[config.mk]
export PLATFORM = sky130hd
export DESIGN_NAME = crg_queue
export DESIGN_NICKNAME = d
export VERILOG_FILES = /design/src/hw/rtl/crg_pkg.sv /design/src/hw/rtl/crg_queue.sv
export SDC_FILE = /design/constraint.sdc
export NUM_CORES = 2
export LEC_CHECK = 0
export ABC_CLOCK_PERIOD_IN_PS = 28500
export BUFFER_PORTS_ARGS = -buffer_cell sky130_fd_sc_hd__buf_4
export CORE_UTILIZATION = 54
export CTS_CLUSTER_DIAMETER = 200
export DETAILED_ROUTE_END_ITERATION = 7
export PLACE_DENSITY = 0.75
export SLEW_MARGIN = 20
export SYNTH_ARGS = -nofsm -noshare
export SYNTH_HDL_FRONTEND = slang
export SYNTH_SLANG_ARGS = --single-unit
export TNS_END_PERCENT = 30
[constraint.sdc]
create_clock -name clk -period 28.5 [get_ports clk]
set_input_delay 4.275 -clock clk [delete_from_list [all_inputs] [get_ports clk]]
set_output_delay 4.275 -clock clk [all_outputs]
set_load 0.02 [all_outputs]
[src/hw/rtl/crg_pkg.sv]
package crg_pkg;

  localparam int COORD_BITS = 12;
  localparam int COMP_W = 20;
  localparam int DIR_W = 16;
  localparam int DIR_FRAC = 14;
  localparam int NDC_W = COORD_BITS + 19;
  localparam int D_W = COORD_BITS + 41;
  localparam int NORM_W = 30;
  localparam int QUEUE_DEPTH = 8;
  localparam int CFG_IDX_W = 3;
  localparam int CFG_DATA_W = 60;
  localparam int INV_W = 17;

  localparam logic [CFG_IDX_W-1:0] CFG_RIGHT = 3'd0;
  localparam logic [CFG_IDX_W-1:0] CFG_UP = 3'd1;
  localparam logic [CFG_IDX_W-1:0] CFG_FORWARD = 3'd2;
  localparam logic [CFG_IDX_W-1:0] CFG_EYE = 3'd3;
  localparam logic [CFG_IDX_W-1:0] CFG_NEAR = 3'd4;
  localparam logic [CFG_IDX_W-1:0] CFG_INV_W = 3'd5;
  localparam logic [CFG_IDX_W-1:0] CFG_INV_H = 3'd6;
  localparam logic [CFG_IDX_W-1:0] CFG_MODE = 3'd7;

  localparam logic MODE_PERSP = 1'b0;
  localparam logic MODE_ORTHO = 1'b1;

  localparam logic [CFG_DATA_W-1:0] FORWARD_RESET = 60'hFFC00_00000_00000;
  localparam logic signed [COMP_W-1:0] NEAR_RESET = 20'sd102;
  localparam logic [INV_W-1:0] INV_RESET = 17'd65536;

  typedef struct packed {
    logic signed [COMP_W-1:0] z;
    logic signed [COMP_W-1:0] y;
    logic signed [COMP_W-1:0] x;
  } vec3_t;

  typedef struct packed {
    logic [COORD_BITS-1:0] pixel_x;
    logic [COORD_BITS-1:0] pixel_y;
  } pixel_t;

  typedef struct packed {
    logic signed [COMP_W-1:0] origin_x;
    logic signed [COMP_W-1:0] origin_y;
    logic signed [COMP_W-1:0] origin_z;
    logic signed [DIR_W-1:0] dir_x;
    logic signed [DIR_W-1:0] dir_y;
    logic signed [DIR_W-1:0] dir_z;
  } ray_t;

  typedef struct packed {
    vec3_t right;
    vec3_t up;
    vec3_t forward;
    vec3_t eye;
    logic signed [COMP_W-1:0] near;
    logic [INV_W-1:0] inv_w;
    logic [INV_W-1:0] inv_h;
    logic mode;
  } cfg_t;

  typedef struct packed {
    logic mode;
    logic [2:0][D_W-1:0] d;
    logic [2:0][D_W-1:0] acc;
  } qent_t;

  function automatic logic signed [COMP_W-1:0] vget(vec3_t v, logic [1:0] i);
    case (i)
      2'd0: vget = v.x;
      2'd1: vget = v.y;
      default: vget = v.z;
    endcase
  endfunction

endpackage

[src/hw/rtl/crg_queue.sv]
module crg_queue (
  input logic clk,
  input logic rst,
  input logic push,
  input crg_pkg::qent_t push_data,
  input logic pop,
  output crg_pkg::qent_t head,
  output logic nonempty,
  output logic [$clog2(crg_pkg::QUEUE_DEPTH):0] count
);
  import crg_pkg::*;

  localparam int PTR_W = $clog2(QUEUE_DEPTH);
  localparam int CNT_W = PTR_W + 1;

  qent_t mem [QUEUE_DEPTH];
  logic [PTR_W-1:0] wr_ptr, rd_ptr;

  always_ff @(posedge clk) begin
    if (push) begin
      mem[wr_ptr] <= push_data;
    end
  end

  always_ff @(posedge clk) begin
    if (rst) begin
      wr_ptr <= '0;
      rd_ptr <= '0;
      count <= '0;
    end else begin
      if (push) begin
        wr_ptr <= wr_ptr + 1'b1;
      end
      if (pop) begin
        rd_ptr <= rd_ptr + 1'b1;
      end
      if (push && !pop) begin
        count <= count + 1'b1;
      end else if (pop && !push) begin
        count <= count - 1'b1;
      end
    end
  end

  assign head = mem[rd_ptr];
  assign nonempty = (count != '0);

`ifndef NO_ASSERTIONS
  a_no_overflow: assert property (@(posedge clk) disable iff (rst)
    push && !pop |-> count != CNT_W'(QUEUE_DEPTH))
    else $error("queue written while full");
  a_no_underflow: assert property (@(posedge clk) disable iff (rst)
    pop |-> count != '0)
    else $error("queue read while empty");
  a_count_range: assert property (@(posedge clk) disable iff (rst)
    count <= CNT_W'(QUEUE_DEPTH))
    else $error("queue count out of range");
  a_ptr_count: assert property (@(posedge clk) disable iff (rst)
    PTR_W'(wr_ptr - rd_ptr) == count[PTR_W-1:0])
    else $error("queue pointers disagree with count");
`endif

endmodule

==> impl_metrics.json <==
{
  "grt_pass1_vias": 43584,
  "power.density_nw_per_um2": 72.64,
  "setup_viol": 0,
  "port_buffers": 646,
  "mappedNetlistNets": 4083,
  "dominantRegCellSynth": "edfxtp_1",
  "synthCells": 3754,
  "cp_data_required_time_ps": 24230,
  "drc_errors": 0,
  "row_count": 155,
  "placed_cell_area_um2": 104200,
  "rrSetupSlack_ps": 24990,
  "clk_pin_slew_ps": 60,
  "skew_ps": 23.87,
  "yosysSeqAreaShare_pct": 79.33,
  "synth_seq_cells": 2565,
  "dpl_worst_slack_ps": 18550,
  "irDropWorstVdd_mv": 0.08407,
  "root_buffer": "clkbuf_16",
  "areaGrowthSynthToFinish_pct": 15.64,
  "synth_top_area_cell": "edfxtp_1",
  "final.setup.tns_ps": 0,
  "final_area_um2": 112100,
  "grt_antenna_before_repair": 47,
  "min_path_type": "flop to flop",
  "finalHoldViolations": 0,
  "r2r-start": "wr_ptr[0]$_SDFFE_PP0P_",
  "placed_cells": 6635,
  "wire_per_inst_um": 28.35,
  "ctsHtreeMaxLevel": 4,
  "final.setup.worst_slack_ps": 17900,
  "instances_no_fill": 7123,
  "nets": 4853,
  "ant_nets": 0,
  "drtPass1Iterations": 5,
  "die_height_um": 425.7,
  "cp.arrival_ps": 6330,
  "multiInputGateArea_um2": 18840,
  "grt_pass1_wl_um": 291600,
  "synthArstFlopShare_pct": 0,
  "fmax_mhz": 94.33,
  "cts.repair.resized": 0,
  "final-seq-area_um2": 76910,
  "synth.most_common_cell": "edfxtp_1",
  "initialDrtViolationCount": 3496,
  "postCtsSetupBuffers": 0,
  "min_from": "wr_ptr[0]$_SDFFE_PP0P_",
  "fin_crit_sh_pct": 37.20,
  "initial_utilization_pct": 54.33,
  "via_count": 42244,
  "grt_overflow_total": 0,
  "r2r-end": "mem[4][265]$_DFFE_PP_",
  "die_w_um": 425.7,
  "synth_top_area_share_pct": 79.06,
  "yosys-top-cells-count": "edfxtp_1, mux4_2, mux2_2",
  "cts_buffer_depth": 3,
  "dpl.hpwl_um": 107500,
  "r2r_cells": 5,
  "place.gp.congestion": 0.7499,
  "synth_edf_count": 2552,
  "yosysWarnings": 0,
  "end_kind": "primary output",
  "vias_per_cell": 5.931,
  "start_kind": "flop",
  "rsz0062_at_grt": "false",
  "num_io_pins": 647,
  "drive_above_1_share_pct": 39.73,
  "die-area_um2": 181200,
  "maxCapViolCount": 0,
  "worstSetupPathType": "flop to primary output",
  "synth_top_cells_by_area": "edfxtp_1, mux4_2, mux2_2, mux4_1, buf_6",
  "holdPathEnd": "wr_ptr[0]$_SDFFE_PP0P_",
  "grt.total_usage_pct": 22.18,
  "tritoncts": "built",
  "fillers": 11509,
  "routed_wl_um": 201900,
  "synth.cell_area_um2": 96930,
  "worst_slew_margin_rel_pct": 21.12,
  "design.core.area_um2": 178400,
  "whs_path_depth": 2,
  "ctsHoldBuffers": 0,
  "leakage_nw": 35.79,
  "clock_latency_ps": 870,
  "fin_crit_ps": 10600,
  "syn_avg_cell_area_um2": 25.82,
  "cts_sinks": 2565,
  "outcome": "completed",
  "grt_max_degree": 171,
  "crit_path_max_fanout": 48,
  "cts_buffers": 241,
  "synthDistinctLibCells": 26,
  "slew_viol_final": 0,
  "tightest_slew_ps": 1183
}
-- registers in the layout, summed over array words and instances (netlist names), named ones only --
register  cells
count         4
wr_ptr        3
rd_ptr        3
mem        2552
-- worst max-delay path, stage by stage (launching register included) --
cell and delay, ps:
dfxtp_4 910, buf_4 880, buf_4 790, buf_4 710, buf_4 830, mux4_1 670
mux2_2 310, buf_4 160
-- worst max path at each step --
stage | from | endpoint | depth (start not counted)
floorplan | push | mem[0][0]$_DFFE_PP_ | 2
global placement | flop | head[120] | 7
detailed placement | flop | head[124] | 7
CTS | flop | head[119] | 7
global route | flop | head[119] | 7
finish | flop | head[119] | 7
-- cell families after synthesis --
| kind of cell | count (synthesis) | share of synthesized area [%] |
|---|---|---|
| flip-flops | 2565 | 79.33 |
| AND/OR/NAND/NOR | 31 | 0.1407 |
| XOR/XNOR | 5 | 0.04519 |
| multiplexers | 961 | 19.08 |
| adder cells (fa/ha/maj) | 6 | 0.08520 |
| AO/OA/AOI/OAI | 5 | 0.02969 |
| buffers and inverters | 181 | 1.295 |
-- area by class of cell --
| class | count | area share [%] |
|---|---|---|
| repair buffers | 706 | 4.917 |
| inverters | 2 | 0.006697 |
| clock inverters | 153 | 1.363 |
| multi-input cells | 1008 | 16.80 |
| flip-flops and latches | 2565 | 68.61 |
| well taps | 2355 | 2.629 |
| clock buffers | 300 | 5.597 |
| diodes | 34 | 0.07590 |
-- report_power, final --
group	total [mW]	leakage, nW	internal, mW	switching [mW]
Combinational	0.752	8.71	0.349	0.403
Sequential	4.26	23.3	4.23	0.0248
Clock	3.13	3.79	1.78	1.35
-- cells in the final DEF (no fill, tap or decap), types with 3 or more instances in the layout --
cell type and n:
clkinv_2 41, clkinv_1 59, inv_6 6, nand2_1 4, buf_4 689, dfxtp_4 3
nor2_4 6, clkbuf_1 58, dfxtp_1 10, mux4_2 508, clkinv_4 5, clkinv_16 4
mux2_2 320, clkinvlp_4 8, nor2_1 12, diode_2 34, xor2_1 3, clkbuf_16 242
nand2b_1 4, inv_16 3, mux4_1 130, buf_12 15, edfxtp_1 2552, a21oi_1 3
ha_1 5, bufinv_16 24, mux2i_1 3
-- metal layers --
| metal | wire length, µm | vias up | GRT usage [%] | part of all wire (%) |
|---|---|---|---|---|
| met3 | 12860 | 382 | 5.150 | 6.4 |
| met4 | 9366 | 26 | 11.18 | 4.6 |
| met5 | 175 | - | 0 | 0.087 |
| li1 | - | 17933 | - | - |
| met2 | 102100 | 1337 | 35.97 | 51 |
| met1 | 77450 | 22566 | 28.30 | 38 |
-- through the flow --
step / power (mW) / utilization, % / hold WS [ps]
floorplan: 4.847 / - / 474.8
global placement: 5.081 / 58.38 / 486.8
detailed placement: 5.097 / 58.39 / 509.5
CTS: 8.216 / 62.76 / 519.2
global route: 8.387 / 62.82 / 546.2
finish: 8.143 / 62.83 / 515.2
Power figures use the tool's default switching activity.
